File: src/sv/b32d_pkg.sv
// ----------------------------------------------------------------------------
// b32d_pkg
// Shared types and character constants for the base32 text decoder.
// ----------------------------------------------------------------------------
package b32d_pkg;

    typedef enum logic [1:0] {
        KIND_BYTE  = 2'd0,
        KIND_ERROR = 2'd1,
        KIND_END   = 2'd2
    } kind_t;

    // One queue entry: what a single accepted character has to emit.
    typedef struct packed {
        logic        has_first;   // byte or error word
        kind_t       first_kind;
        logic [7:0]  data;
        logic        has_end;     // end word follows
        logic [15:0] total;
    } rec_t;

    localparam int FIFO_DEPTH = 4;
    localparam int FIFO_AW    = 2;

    localparam logic [15:0] LIMIT_RESET = 16'hFFFF;

    localparam logic [7:0] CH_NUL   = 8'h00;
    localparam logic [7:0] CH_TAB   = 8'h09;
    localparam logic [7:0] CH_LF    = 8'h0A;
    localparam logic [7:0] CH_CR    = 8'h0D;
    localparam logic [7:0] CH_SPACE = 8'h20;
    localparam logic [7:0] CH_DASH  = 8'h2D;
    localparam logic [7:0] CH_ZERO  = 8'h30;
    localparam logic [7:0] CH_ONE   = 8'h31;
    localparam logic [7:0] CH_TWO   = 8'h32;
    localparam logic [7:0] CH_SEVEN = 8'h37;
    localparam logic [7:0] CH_EIGHT = 8'h38;
    localparam logic [7:0] CH_UP_A  = 8'h41;
    localparam logic [7:0] CH_UP_B  = 8'h42;
    localparam logic [7:0] CH_UP_L  = 8'h4C;
    localparam logic [7:0] CH_UP_O  = 8'h4F;
    localparam logic [7:0] CH_UP_Z  = 8'h5A;
    localparam logic [7:0] CH_LO_A  = 8'h61;
    localparam logic [7:0] CH_LO_Z  = 8'h7A;

    localparam logic [4:0] DIGIT_MASK = 5'h1F;
    localparam logic [7:0] NUM_BASE  = 8'd26;

endpackage

File: src/sv/base32_text_decoder_unit.sv
// ----------------------------------------------------------------------------
// base32_text_decoder_unit
// Base32 text decoder, one character per word in, decoded bytes out.
// ----------------------------------------------------------------------------
// Usage:
//   Input queue: drive text_char / end_of_text with push; a word is taken on
//   a clock edge where push is high and full is low. Mark the final character
//   of each string with end_of_text.
//   Result queue: while empty is low the oldest result sits on result_kind,
//   decoded_byte, byte_total and run_last; pop high takes it.
//   Kinds: data byte, invalid character (rest of string dropped), and the end
//   word with the string's byte total and run_last set.
//   Config: cfg_we / cfg_wdata write the output limit (reset 65535); write it
//   only while nothing is in flight.
// Timing:
//   One character per cycle in while full is low. A result is written into the
//   record queue on the accepting edge and then loaded into the output
//   register once that register is free. A character giving both a byte and
//   the end word is emitted as two output words, the byte first.
//   Sustained rate is one word per cycle while the receiver pops, set by
//   the single output register. When the receiver stalls, the 4-entry
//   record queue fills and full rises; no result is dropped.
// Reset: async, active low; clears decode state, queue and output, and
// restores the output limit to 65535.
// ----------------------------------------------------------------------------
module base32_text_decoder_unit #(
    parameter int COUNT_WIDTH = 16
) (
    input  logic        clk,
    input  logic        rst_n,
    input  logic        cfg_we,
    input  logic [15:0] cfg_wdata,
    input  logic        push,
    output logic        full,
    input  logic [7:0]  text_char,
    input  logic        end_of_text,
    output logic        empty,
    input  logic        pop,
    output logic [1:0]  result_kind,
    output logic [7:0]  decoded_byte,
    output logic [15:0] byte_total,
    output logic        run_last
);

    logic            accept;
    logic            rec_push;
    b32d_pkg::rec_t  rec_in;
    b32d_pkg::rec_t  rec_out;
    logic            rec_avail;
    logic            rec_pop;

    // a word is taken whenever push is high and the queue has room
    assign accept = push && !full;

    b32d_front #(
        .COUNT_WIDTH (COUNT_WIDTH)
    ) u_front (
        .clk         (clk),
        .rst_n       (rst_n),
        .cfg_we      (cfg_we),
        .cfg_wdata   (cfg_wdata),
        .accept      (accept),
        .text_char   (text_char),
        .end_of_text (end_of_text),
        .rec_push    (rec_push),
        .rec         (rec_in)
    );

    b32d_fifo u_fifo (
        .clk       (clk),
        .rst_n     (rst_n),
        .wr_en     (rec_push),
        .wr_data   (rec_in),
        .full      (full),
        .rd_en     (rec_pop),
        .rd_data   (rec_out),
        .not_empty (rec_avail)
    );

    b32d_back u_back (
        .clk          (clk),
        .rst_n        (rst_n),
        .rec          (rec_out),
        .rec_avail    (rec_avail),
        .rec_pop      (rec_pop),
        .empty        (empty),
        .pop          (pop),
        .result_kind  (result_kind),
        .decoded_byte (decoded_byte),
        .byte_total   (byte_total),
        .run_last     (run_last)
    );

endmodule

File: src/sv/b32d_fifo.sv
// ----------------------------------------------------------------------------
// b32d_fifo
// Short first-word-fall-through queue of decode records.
// ----------------------------------------------------------------------------
module b32d_fifo (
    input  logic             clk,
    input  logic             rst_n,
    input  logic             wr_en,
    input  b32d_pkg::rec_t   wr_data,
    output logic             full,
    input  logic             rd_en,
    output b32d_pkg::rec_t   rd_data,
    output logic             not_empty
);

    b32d_pkg::rec_t              mem [b32d_pkg::FIFO_DEPTH];
    logic [b32d_pkg::FIFO_AW-1:0] wr_ptr_reg, wr_ptr_next;
    logic [b32d_pkg::FIFO_AW-1:0] rd_ptr_reg, rd_ptr_next;
    logic [b32d_pkg::FIFO_AW:0]   count_reg, count_next;

    assign full      = (count_reg == (b32d_pkg::FIFO_AW+1)'(b32d_pkg::FIFO_DEPTH));
    assign not_empty = (count_reg != '0);
    assign rd_data   = mem[rd_ptr_reg];

    always_comb
    begin
        wr_ptr_next = wr_en ? wr_ptr_reg + 1'b1 : wr_ptr_reg;
        rd_ptr_next = rd_en ? rd_ptr_reg + 1'b1 : rd_ptr_reg;
        count_next  = count_reg;
        if (wr_en && !rd_en)
        begin
            count_next = count_reg + 1'b1;
        end
        else if (rd_en && !wr_en)
        begin
            count_next = count_reg - 1'b1;
        end
    end

    always_ff @(posedge clk)
    begin
        if (wr_en)
        begin
            mem[wr_ptr_reg] <= wr_data;
        end
    end

    always_ff @(posedge clk or negedge rst_n)
    begin
        if (!rst_n)
        begin
            wr_ptr_reg <= '0;
            rd_ptr_reg <= '0;
            count_reg  <= '0;
        end
        else
        begin
            wr_ptr_reg <= wr_ptr_next;
            rd_ptr_reg <= rd_ptr_next;
            count_reg  <= count_next;
        end
    end

endmodule

File: src/sv/b32d_front.sv
// ----------------------------------------------------------------------------
// b32d_front
// Classifies each character, updates the bit accumulator and counters,
// and writes a record of the words to emit into the queue.
// ----------------------------------------------------------------------------
module b32d_front #(
    parameter int COUNT_WIDTH = 16
) (
    input  logic             clk,
    input  logic             rst_n,
    input  logic             cfg_we,
    input  logic [15:0]      cfg_wdata,
    input  logic             accept,
    input  logic [7:0]       text_char,
    input  logic             end_of_text,
    output logic             rec_push,
    output b32d_pkg::rec_t   rec
);

    localparam int CMP_W = (COUNT_WIDTH > 16) ? COUNT_WIDTH : 16;

    logic [15:0]            limit_reg;
    logic [11:0]            acc_reg, acc_next;
    logic [2:0]             bits_reg, bits_next;
    logic [COUNT_WIDTH-1:0] count_reg, count_next;
    logic                   halted_reg, halted_next;
    logic                   error_reg, error_next;

    logic [7:0]   mapped;
    logic         is_letter, is_num, is_skip, stop;
    logic [4:0]   digit;
    logic [7:0]   num_val;
    logic [11:0]  acc_shift;
    logic [3:0]   bits_sum;
    logic [3:0]   shamt;
    logic [11:0]  acc_shr;
    logic [CMP_W-1:0] count_ext, limit_ext;
    logic [CMP_W-1:0] count_after_ext;

    always_comb
    begin
        priority if (text_char == b32d_pkg::CH_ZERO)
            mapped = b32d_pkg::CH_UP_O;
        else if (text_char == b32d_pkg::CH_ONE)
            mapped = b32d_pkg::CH_UP_L;
        else if (text_char == b32d_pkg::CH_EIGHT)
            mapped = b32d_pkg::CH_UP_B;
        else
            mapped = text_char;
    end

    assign is_letter = (mapped >= b32d_pkg::CH_UP_A && mapped <= b32d_pkg::CH_UP_Z) ||
                       (mapped >= b32d_pkg::CH_LO_A && mapped <= b32d_pkg::CH_LO_Z);
    assign is_num    = (mapped >= b32d_pkg::CH_TWO && mapped <= b32d_pkg::CH_SEVEN);
    assign is_skip   = (text_char == b32d_pkg::CH_SPACE) || (text_char == b32d_pkg::CH_TAB) ||
                       (text_char == b32d_pkg::CH_CR)    || (text_char == b32d_pkg::CH_LF)  ||
                       (text_char == b32d_pkg::CH_DASH);
    assign num_val   = mapped - b32d_pkg::CH_TWO + b32d_pkg::NUM_BASE;
    assign digit     = is_letter ? (mapped[4:0] & b32d_pkg::DIGIT_MASK) - 5'd1 : num_val[4:0];

    assign count_ext = CMP_W'(count_reg);
    assign limit_ext = CMP_W'(limit_reg);
    assign stop      = (count_ext >= limit_ext) || (text_char == b32d_pkg::CH_NUL);

    assign acc_shift = {acc_reg[6:0], digit};
    assign bits_sum  = {1'b0, bits_reg} + 4'd5;
    assign shamt     = bits_sum - 4'd8;
    assign acc_shr   = acc_shift >> shamt;

    always_comb
    begin
        acc_next       = acc_reg;
        bits_next      = bits_reg;
        count_next     = count_reg;
        halted_next    = halted_reg;
        error_next     = error_reg;
        rec.has_first  = 1'b0;
        rec.first_kind = b32d_pkg::KIND_BYTE;
        rec.data       = '0;

        if (!halted_reg && !error_reg)
        begin
            if (stop)
            begin
                halted_next = 1'b1;
            end
            else if (is_skip)
            begin
                // whitespace and dashes carry no bits
            end
            else if (is_letter || is_num)
            begin
                acc_next = acc_shift;
                if (bits_sum >= 4'd8)
                begin
                    bits_next     = shamt[2:0];
                    rec.has_first = 1'b1;
                    rec.data      = acc_shr[7:0];
                    if (count_reg != '1)
                    begin
                        count_next = count_reg + 1'b1;
                    end
                end
                else
                begin
                    bits_next = bits_sum[2:0];
                end
            end
            else
            begin
                error_next     = 1'b1;
                rec.has_first  = 1'b1;
                rec.first_kind = b32d_pkg::KIND_ERROR;
            end
        end

        count_after_ext = CMP_W'(count_next);
        rec.has_end     = end_of_text;
        rec.total       = count_after_ext[15:0];

        // end of string: start fresh for the next one
        if (end_of_text)
        begin
            acc_next    = '0;
            bits_next   = '0;
            count_next  = '0;
            halted_next = 1'b0;
            error_next  = 1'b0;
        end
    end

    assign rec_push = accept && (rec.has_first || rec.has_end);

    always_ff @(posedge clk or negedge rst_n)
    begin
        if (!rst_n)
        begin
            limit_reg  <= b32d_pkg::LIMIT_RESET;
            acc_reg    <= '0;
            bits_reg   <= '0;
            count_reg  <= '0;
            halted_reg <= 1'b0;
            error_reg  <= 1'b0;
        end
        else
        begin
            if (cfg_we)
            begin
                limit_reg <= cfg_wdata;
            end
            if (accept)
            begin
                acc_reg    <= acc_next;
                bits_reg   <= bits_next;
                count_reg  <= count_next;
                halted_reg <= halted_next;
                error_reg  <= error_next;
            end
        end
    end

endmodule

File: src/sv/b32d_back.sv
// ----------------------------------------------------------------------------
// b32d_back
// Unpacks queue records into result words; holds the word on the output
// register and any pending end word until the receiver takes them.
// ----------------------------------------------------------------------------
module b32d_back (
    input  logic             clk,
    input  logic             rst_n,
    input  b32d_pkg::rec_t   rec,
    input  logic             rec_avail,
    output logic             rec_pop,
    output logic             empty,
    input  logic             pop,
    output logic [1:0]       result_kind,
    output logic [7:0]       decoded_byte,
    output logic [15:0]      byte_total,
    output logic             run_last
);

    logic                valid_reg, valid_next;
    b32d_pkg::kind_t     kind_reg, kind_next;
    logic [7:0]          byte_reg, byte_next;
    logic [15:0]         total_reg, total_next;
    logic                last_reg, last_next;
    logic                pend_reg, pend_next;
    logic [15:0]         pend_total_reg, pend_total_next;
    logic                load;

    assign load = !valid_reg || pop;

    always_comb
    begin
        valid_next      = valid_reg;
        kind_next       = kind_reg;
        byte_next       = byte_reg;
        total_next      = total_reg;
        last_next       = last_reg;
        pend_next       = pend_reg;
        pend_total_next = pend_total_reg;
        rec_pop         = 1'b0;

        if (load)
        begin
            valid_next = 1'b0;
            if (pend_reg)
            begin
                valid_next = 1'b1;
                kind_next  = b32d_pkg::KIND_END;
                byte_next  = '0;
                total_next = pend_total_reg;
                last_next  = 1'b1;
                pend_next  = 1'b0;
            end
            else if (rec_avail)
            begin
                rec_pop    = 1'b1;
                valid_next = 1'b1;
                if (rec.has_first)
                begin
                    kind_next       = rec.first_kind;
                    byte_next       = rec.data;
                    total_next      = '0;
                    last_next       = 1'b0;
                    pend_next       = rec.has_end;
                    pend_total_next = rec.total;
                end
                else
                begin
                    kind_next  = b32d_pkg::KIND_END;
                    byte_next  = '0;
                    total_next = rec.total;
                    last_next  = 1'b1;
                end
            end
        end
    end

    always_ff @(posedge clk or negedge rst_n)
    begin
        if (!rst_n)
        begin
            valid_reg <= 1'b0;
            pend_reg  <= 1'b0;
        end
        else
        begin
            valid_reg <= valid_next;
            pend_reg  <= pend_next;
        end
    end

    always_ff @(posedge clk)
    begin
        kind_reg       <= kind_next;
        byte_reg       <= byte_next;
        total_reg      <= total_next;
        last_reg       <= last_next;
        pend_total_reg <= pend_total_next;
    end

    assign empty        = !valid_reg;
    assign result_kind  = kind_reg;
    assign decoded_byte = byte_reg;
    assign byte_total   = total_reg;
    assign run_last     = last_reg;

endmodule
File: config.mk
export PLATFORM = sky130hd
export DESIGN_NAME = base32_text_decoder_unit
export DESIGN_NICKNAME = d
export VERILOG_FILES = /design/src/sv/b32d_pkg.sv /design/src/sv/base32_text_decoder_unit.sv /design/src/sv/b32d_fifo.sv /design/src/sv/b32d_front.sv /design/src/sv/b32d_back.sv
export SDC_FILE = /design/constraint.sdc
export NUM_CORES = 1
export LEC_CHECK = 0
export BUFFER_PORTS_ARGS = -buffer_cell sky130_fd_sc_hd__buf_2
export CAP_MARGIN = 20
export CORE_MARGIN = 2
export CORE_UTILIZATION = 65
export DETAILED_ROUTE_END_ITERATION = 12
export GPL_TIMING_DRIVEN = 1
export PLACE_DENSITY_LB_ADDON = 0.08
export SYNTH_ARGS = -nofsm -noshare
export SYNTH_HDL_FRONTEND = slang
export SYNTH_SLANG_ARGS = --single-unit
export TNS_END_PERCENT = 50
File: constraint.sdc
create_clock -name clk -period 10.76 [get_ports clk]
set_input_delay 0 -clock clk [delete_from_list [all_inputs] [get_ports clk]]
set_output_delay 0 -clock clk [all_outputs]
set_load 0.1 [all_outputs]
==> impl_metrics.env, run 1 <==
export IMPL_outcome="finished, final reports clean"
export IMPL_largest_reg_flops=108
export IMPL_synth_yosys_warnings=0
export IMPL_wire_length_of_the_first_global_routing_pass_um=35400
export IMPL_req_time_crit_path_ns=11.17
export IMPL_fp_row_count=45
export IMPL_power_frac_clock_pct=22.1
export IMPL_max_cap_viol_count=0
export IMPL_register_with_the_most_flip_flops="u_fifo.mem"
export IMPL_num_vias=6874
export IMPL_cts_tree="yes"
export IMPL_hold_path_class="in2reg"
export IMPL_rsz0062_at_grt="no"
export IMPL_final_hold_violation_count=0
export IMPL_post_synth_num_cell_types=87
export IMPL_timing_final_crit_share_pct=34.9
export IMPL_cts_repair_resized=0
export IMPL_final_period_minus_worst_setup_slack_ns=3.75
export IMPL_post_route_drc_count=0
export IMPL_initial_utilization_pct=66.2
export IMPL_async_reset_ff_share_pct=26.0
export IMPL_grt_start_max_net_pins=54
export IMPL_fmaxAchievable_mhz=267
export IMPL_clkSlewWorstSetupHoldPaths_ns=0.06
export IMPL_setup_reg_to_reg_worst_slack_ns=7.01
export IMPL_maxSlewViolCount=0
export IMPL_fill_cells=882
export IMPL_dr_first_iter_drc_count=545
export IMPL_non_filler_instance_count_after_layout=1088
export IMPL_critical_path_peak_fanout=6
export IMPL_cts_hold_buffers_added=45
export IMPL_vdd_ir_drop_max_v=0.000171
export IMPL_clkSinkCount=204
export IMPL_worstHoldPathCells=2
export IMPL_ys_flop_type="sky130_fd_sc_hd__edfxtp_1"
export IMPL_worstSetupStartpointType="flip-flop"
export IMPL_count_of_h_tree_levels_built_during_cts=1
export IMPL_top_layer_used="met4"
export IMPL_post_drt_via_cell_ratio=6.32
export IMPL_fp_coreArea_um2=15100
export IMPL_routabilityCongestion=0.834
export IMPL_power_per_cell_area_nw_per_um2=284
export IMPL_critical_path_arrival_ns=4.17
export IMPL_final_nets=944
export IMPL_fp_dieW_um=128
export IMPL_clock_skew_final_ns=0.0129
export IMPL_tightest_slew_margin_relative_to_the_limit_pct=34.6
export IMPL_met2RoutedLength_um=10800
export IMPL_detail_route_wirelength_um=21900
export IMPL_worstMarginPinSlew_ns=0.980
export IMPL_switchingPower_mw=1.36
export IMPL_synth_edf_count=151
export IMPL_mappedNetlistNets=850
export IMPL_placedCellCount=1003
export IMPL_path_class="reg2reg"
export IMPL_globalRouteTotalUtil_pct=27.4
export IMPL_critical_path_endpoint_type="flip-flop"
export IMPL_drtPass1Iterations=5
export IMPL_grt_overflow_total=0
export IMPL_top_level_ports=59
export IMPL_synth_cell_area_um2=10000
export IMPL_layout_utilization_pct=77.0
export IMPL_wire_per_inst_um=20.1
export IMPL_antenna_diode_count=0
export IMPL_setup_viol_count_final=0
export IMPL_synth_seq_area_share_pct=58.6
export IMPL_leakage_component_of_the_power_nw=4.45
export IMPL_port_buffers=58
export IMPL_number_of_buffers_created_by_cts=22
export IMPL_wl_met1_um=9610
export IMPL_post_route_cells_drive_above_1_share_pct=20.3
export IMPL_post_synth_cell_area_avg_um2=12.7
export IMPL_power_frac_comb_pct=40.1
export IMPL_met3_wirelength_um=1180
export IMPL_detailed_place_hpwl_um=13300
export IMPL_post_synth_inst_count=791
export IMPL_clk_path_buf_depth=3
export IMPL_antenna_found_initial=0
export IMPL_ctsRootBufferMaster="sky130_fd_sc_hd__clkbuf_16"
export IMPL_clock_insertion_delay_worst_skew_ns=0.50
export IMPL_post_cts_repair_setup_buffers=0
export IMPL_grt_pass1_vias=6734
export IMPL_drt_antenna_violating_nets=0
export IMPL_internal_power_mw=1.95
export IMPL_sw_frac_of_total_pct=41.0
export IMPL_setup_tns_ns=0
export IMPL_r2r_worst_path_depth=15
export IMPL_synthToLayoutAreaGrowth_pct=16.3
export IMPL_die_h_um=128
export IMPL_yosys_register_bits=204
export IMPL_power_sequential_fraction_pct=37.8
export IMPL_die_outline_area_um2=16400
through the flow:
step / setup WS, ns / total power [mW] / hold slack, ns / area (um^2)
floorplan: 6.01 / 2.27 / -0.296 / 10000
global placement: 6.89 / 2.51 / 0.172 / 10500
detailed placement: 6.79 / 2.55 / 0.175 / 10500
CTS: 7.03 / 3.30 / 0.00559 / 11600
global route: 6.84 / 3.46 / 0.0698 / 11700
finish: 7.01 / 3.31 / 0.0321 / 11700
layout by cell type, fill, tap and decap left out, drive strengths merged, types with 13 or more instances in the layout:
master,count
o21ai,39
nand3,18
a21oi,22
nor2,38
nor2b,13
dlygate4sd3,45
nor3,23
edfxtp,151
buf,70
a31oi,17
inv,36
dfstp,16
clkbuf,27
xnor2,15
nand2,85
mux4,27
dfrtp,37
ha,28
final cells by class:
class	instances	area (um^2)	area share, %
Clock inverter	12	111	0.955
Clock buffer	27	591	5.06
Inverter	36	135	1.16
Multi-Input combinational cell	506	3860	33.1
Tap cell	188	235	2.02
Sequential cell	204	5880	50.4
Timing Repair Buffer	115	851	7.30
cell usage after synthesis, types with 12 or more instances:
cell                         n  area [um^2]
sky130_fd_sc_hd__a21oi_1    22          110
sky130_fd_sc_hd__a31oi_1    17          106
sky130_fd_sc_hd__and2_1     12         75.1
sky130_fd_sc_hd__clkbuf_1   34          128
sky130_fd_sc_hd__dfrtp_1    37          926
sky130_fd_sc_hd__dfstp_2    16          420
sky130_fd_sc_hd__edfxtp_1  151         4530
sky130_fd_sc_hd__ha_1       28          350
sky130_fd_sc_hd__inv_1      36          135
sky130_fd_sc_hd__mux4_2     27          608
sky130_fd_sc_hd__nand2_1    83          312
sky130_fd_sc_hd__nand3_1    18         90.1
sky130_fd_sc_hd__nor2_1     38          143
sky130_fd_sc_hd__nor2b_1    13         81.3
sky130_fd_sc_hd__nor3_1     21          105
sky130_fd_sc_hd__o21ai_0    38          190
sky130_fd_sc_hd__xnor2_1    15          131
critical path, stage by stage (launching register included):
cell,delay [ns]
sky130_fd_sc_hd__dfstp_2,0.51
sky130_fd_sc_hd__inv_1,0.05
sky130_fd_sc_hd__ha_1,0.33
sky130_fd_sc_hd__a21o_1,0.19
sky130_fd_sc_hd__a21oi_1,0.22
sky130_fd_sc_hd__nand3_1,0.11
sky130_fd_sc_hd__a41oi_1,0.41
sky130_fd_sc_hd__o21a_1,0.29
sky130_fd_sc_hd__a21oi_1,0.23
sky130_fd_sc_hd__nor2_1,0.22
sky130_fd_sc_hd__ha_1,0.21
sky130_fd_sc_hd__inv_1,0.07
sky130_fd_sc_hd__fa_1,0.38
sky130_fd_sc_hd__xor2_1,0.17
sky130_fd_sc_hd__nor2_1,0.12
sky130_fd_sc_hd__xor2_1,0.15
per-layer routing:
| metal | vias to the layer above | global-route usage (%) |
|---|---|---|
| met5 | - | 0 |
| met4 | 0 | 7.50 |
| met3 | 36 | 3.21 |
| met2 | 244 | 44.8 |
| met1 | 3408 | 39.7 |
| li1 | 3186 | - |
kinds of logic after synthesis:
| logic type | count (synthesis) | synth area share, % |
|---|---|---|
| multiplexers | 46 | 8.08 |
| flip-flops | 204 | 58.6 |
| AO/OA/AOI/OAI | 152 | 10.8 |
| AND/OR/NAND/NOR | 256 | 13.5 |
| adder cells (fa/ha/maj) | 29 | 3.69 |
| buffers and inverters | 81 | 3.21 |
| XOR/XNOR | 23 | 2.01 |
power by group through the flow:
stage               Sequential (mW)  Clock, mW  Combinational, mW
CTS                            1.26      0.739               1.31
floorplan                      1.59          0              0.683
detailed placement             1.27          0               1.28
finish                         1.25      0.732               1.33
global route                   1.27      0.770               1.42
global placement               1.26          0               1.25
worst paths after layout:
check | to | start
max in group asynchronous | u_back.pend_reg$_DFFE_PN0N_ | rst_n
max | u_fifo.count_reg[2]$_DFFE_PN0P_ | u_front.limit_ext[10]$_DFFE_PN1P_
min in group asynchronous | u_front.count_ext[7]$_DFFE_PN0P_ | rst_n
min | u_front.limit_ext[14]$_DFFE_PN1P_ | cfg_we
max reg2reg | u_fifo.count_reg[2]$_DFFE_PN0P_ | u_front.limit_ext[10]$_DFFE_PN1P_
min reg2reg | u_front.limit_ext[14]$_DFFE_PN1P_ | u_front.limit_ext[14]$_DFFE_PN1P_
Power figures use the tool's default switching activity.
==> inputs of run 2 (changes only) <==
- ABC_AREA: not set -> 1
- CORE_UTILIZATION: 65 -> 61
- clock period: 10.76 -> 3.6 ns (I/O delays scaled with it)
==> run 2 against run 1 <==
Sequential power grew to 2.8 times the previous value. Sequential share of layout area is 0.85 points higher. Global-route usage decreased by 2.7 points. Core utilization fell by 2.1 points. Cell area down 1.7%. Final cell count grew 19%. Highest routed layer unchanged. Largest power group unchanged. Combinational power grew to 2.6 times the previous value.
==> impl_metrics.env, run 2 <==
export IMPL_post_synth_cell_area_avg_um2=10.2
export IMPL_tightest_slew_margin_relative_to_the_limit_pct=39.5
export IMPL_critical_path_peak_fanout=7
export IMPL_grt_pass1_vias=6691
export IMPL_yosysTopAreaCellShare_pct=47.0
export IMPL_power_sequential_fraction_pct=37.0
export IMPL_fp_row_count=45
export IMPL_ctsRootBufferMaster="sky130_fd_sc_hd__clkbuf_16"
export IMPL_antenna_found_initial=0
export IMPL_maxSlewViolCount=0
export IMPL_clk_path_buf_depth=3
export IMPL_grt_start_max_net_pins=56
export IMPL_count_of_h_tree_levels_built_during_cts=1
export IMPL_outcome="finished, final reports clean"
export IMPL_mappedNetlistNets=1008
export IMPL_globalRouteTotalUtil_pct=24.7
export IMPL_crit_path_max_incr_delay_ns=0.52
export IMPL_synthTopCellsByArea="sky130_fd_sc_hd__edfxtp_1, sky130_fd_sc_hd__dfrtp_1, sky130_fd_sc_hd__nand2_1"
export IMPL_layout_utilization_pct=74.9
export IMPL_synth_edf_count=151
export IMPL_leakage_component_of_the_power_nw=4.91
export IMPL_clkSlewWorstSetupHoldPaths_ns=0.06
export IMPL_req_time_crit_path_ns=3.98
export IMPL_synth_cell_area_um2=9650
export IMPL_fp_coreArea_um2=15300
export IMPL_final_period_minus_worst_setup_slack_ns=3.30
export IMPL_hold_path_startpoint="push"
export IMPL_routabilityCongestion=0.854
export IMPL_final_nets=1125
export IMPL_clock_skew_final_ns=0.00896
export IMPL_wl_met1_um=9160
export IMPL_placedCellCount=1209
export IMPL_yosys_area_top_type="sky130_fd_sc_hd__edfxtp_1"
export IMPL_synth_seq_area_share_pct=60.9
export IMPL_fill_cells=1086
export IMPL_synth_yosys_warnings=0
export IMPL_vdd_ir_drop_max_v=0.000630
export IMPL_critPathLaunch="u_front.limit_ext[3]$_DFFE_PN1P_"
export IMPL_p_total_mw=9.33
export IMPL_max_cap_viol_count=0
export IMPL_wire_length_of_the_first_global_routing_pass_um=32700
export IMPL_met2RoutedLength_um=9540
export IMPL_die_h_um=130
export IMPL_path_class="reg2reg"
export IMPL_switchingPower_mw=3.80
export IMPL_worstMarginPinSlew_ns=0.907
export IMPL_slowest_stage="sky130_fd_sc_hd__dfstp_2"
export IMPL_worstSetupStartpointType="flip-flop"
export IMPL_antenna_diode_count=0
export IMPL_drt_antenna_violating_nets=0
export IMPL_internal_power_mw=5.53
export IMPL_fp_dieW_um=130
export IMPL_rsz0062_at_grt="no"
export IMPL_post_synth_num_cell_types=45
export IMPL_die_outline_area_um2=16800
export IMPL_port_buffers=58
export IMPL_critical_path_cell_chain="inv_1 -> ha_1 -> a21oi_1 -> o21ai_0 -> nand2_1 -> o211ai_1 -> nand2_1 -> nand4_1 -> nor2_8 -> o21ai_2 -> nand2_1 -> nand2_2 -> inv_1 -> ha_1 -> inv_1 -> fa_1 -> a21oi_1 -> o21ai_0 -> xor2_1"
export IMPL_yosysMostFrequentCell="sky130_fd_sc_hd__nand2_1"
export IMPL_synthToLayoutAreaGrowth_pct=18.8
export IMPL_crit_buf_inv=3
export IMPL_r2r_start="u_front.limit_ext[3]$_DFFE_PN1P_"
export IMPL_number_of_buffers_created_by_cts=22
export IMPL_post_synth_inst_count=949
export IMPL_met3_wirelength_um=879
export IMPL_detailed_place_hpwl_um=12500
export IMPL_hold_path_class="in2reg"
export IMPL_power_frac_clock_pct=25.6
export IMPL_critical_path_top_delay_family="simple AND/OR/NAND/NOR gates"
export IMPL_drtPass1Iterations=5
export IMPL_final_hold_violation_count=0
export IMPL_power_per_cell_area_nw_per_um2=814
export IMPL_yosys_top_cells_count="sky130_fd_sc_hd__nand2_1, sky130_fd_sc_hd__edfxtp_1, sky130_fd_sc_hd__nor2_1"
export IMPL_top_layer_used="met4"
export IMPL_cts_repair_resized=0
export IMPL_dr_first_iter_drc_count=529
export IMPL_ys_flop_type="sky130_fd_sc_hd__edfxtp_1"
export IMPL_critical_path_endpoint_type="flip-flop"
export IMPL_clock_insertion_delay_worst_skew_ns=0.51
export IMPL_setup_tns_ns=0
export IMPL_fmaxAchievable_mhz=303
export IMPL_largest_reg_flops=108
export IMPL_setup_viol_count_final=0
export IMPL_critical_path_arrival_ns=3.68
export IMPL_layout_cells_most_common="sky130_fd_sc_hd__nand2_1"
export IMPL_clkSinkCount=204
export IMPL_wire_per_inst_um=15.5
export IMPL_timing_final_crit_share_pct=91.7
export IMPL_detail_route_wirelength_um=20000
export IMPL_sw_frac_of_total_pct=40.7
export IMPL_power_frac_comb_pct=37.4
export IMPL_non_filler_instance_count_after_layout=1293
export IMPL_grt_overflow_total=0
export IMPL_post_route_cells_drive_above_1_share_pct=16.2
export IMPL_cts_tree="yes"
export IMPL_initial_utilization_pct=63.0
export IMPL_yosys_register_bits=204
export IMPL_async_reset_ff_share_pct=26.0
export IMPL_top_level_ports=59
export IMPL_num_vias=6932
export IMPL_post_route_drc_count=0
export IMPL_register_with_the_most_flip_flops="u_fifo.mem"
export IMPL_layout_common_cells="sky130_fd_sc_hd__nand2_1, sky130_fd_sc_hd__edfxtp_1, sky130_fd_sc_hd__nor2_1, sky130_fd_sc_hd__inv_1, sky130_fd_sc_hd__o21ai_0"
export IMPL_post_drt_via_cell_ratio=5.36
[run 2: power groups by stage]
stage / Clock, mW / Combinational (mW) / Sequential, mW
floorplan: 0 / 1.62 / 4.56
global placement: 0 / 3.37 / 3.48
detailed placement: 0 / 3.42 / 3.50
CTS: 2.42 / 3.47 / 3.46
global route: 2.51 / 3.77 / 3.52
finish: 2.39 / 3.49 / 3.46
[run 2: cell type report]
cell class / instances / area [um^2] / area share, %
inverters: 111 / 417 / 3.63
clock buffers: 26 / 586 / 5.11
clock inverters: 14 / 199 / 1.73
multi-input cells: 605 / 3250 / 28.3
well taps: 211 / 264 / 2.30
repair buffers: 122 / 873 / 7.62
flip-flops and latches: 204 / 5880 / 51.3
[run 2: what timing repair did]
| action | in CTS | in global routing |
|---|---|---|
| endpoints found under the hold margin | 63 | 0 |
| hold buffers | 41 | 0 |
| setup endpoints to repair | 0 | 1 |
| buffers inserted | 0 | 3 |
[run 2: kinds of logic after synthesis]
group / Yosys count / share of synthesized area [%]
DFF: 204 / 60.9
buffers and inverters: 140 / 5.53
muxes: 2 / 0.233
adders and majority gates: 29 / 3.84
AOI/OAI and AO/OA: 184 / 10.9
xor gates and xnor gates: 11 / 1.08
and+or+nand+nor: 379 / 17.5
[run 2: metal layers]
metal  global-route usage (%)  vias to the layer above
met5                        0                        -
met4                     6.07                        0
li1                         -                     3470
met2                     42.4                      194
met1                     34.1                     3231
met3                     2.95                       37
[run 2: per-stage QoR]
| stage | instance area (um^2) | setup WS (ns) | hold slack [ns] |
|---|---|---|---|
| after floorplan | 9650 | -0.0278 | -0.296 |
| after global placement | 10200 | 0.326 | 0.173 |
| after detailed placement | 10200 | 0.243 | 0.182 |
| after CTS | 11400 | 0.246 | 0.00106 |
| after global routing | 11500 | 0.0546 | 0.0506 |
| final | 11500 | 0.298 | 0.0118 |
[run 2: final timing paths]
kind / endpoint / slack (ns) / cells past startpoint
min reg2reg: u_front.limit_ext[15]$_DFFE_PN1P_ / 0.49 / 2
max reg2reg: u_fifo.count_reg[2]$_DFFE_PN0P_ / 0.30 / 19
min: u_front.count_ext[14]$_DFFE_PN0P_ / 0.01 / 5
min in group asynchronous: u_front.count_ext[8]$_DFFE_PN0P_ / 0.21 / 3
max in group asynchronous: u_back.pend_reg$_DFFE_PN0N_ / 2.92 / 3
max: u_fifo.count_reg[2]$_DFFE_PN0P_ / 0.30 / 19
[run 2: worst min-delay path: stages]
cell and delay (ns):
sky130_fd_sc_hd__buf_2 0.09, sky130_fd_sc_hd__o21ai_1 0.06, sky130_fd_sc_hd__buf_4 0.20, sky130_fd_sc_hd__nand2_1 0.08
sky130_fd_sc_hd__nand2_1 0.05
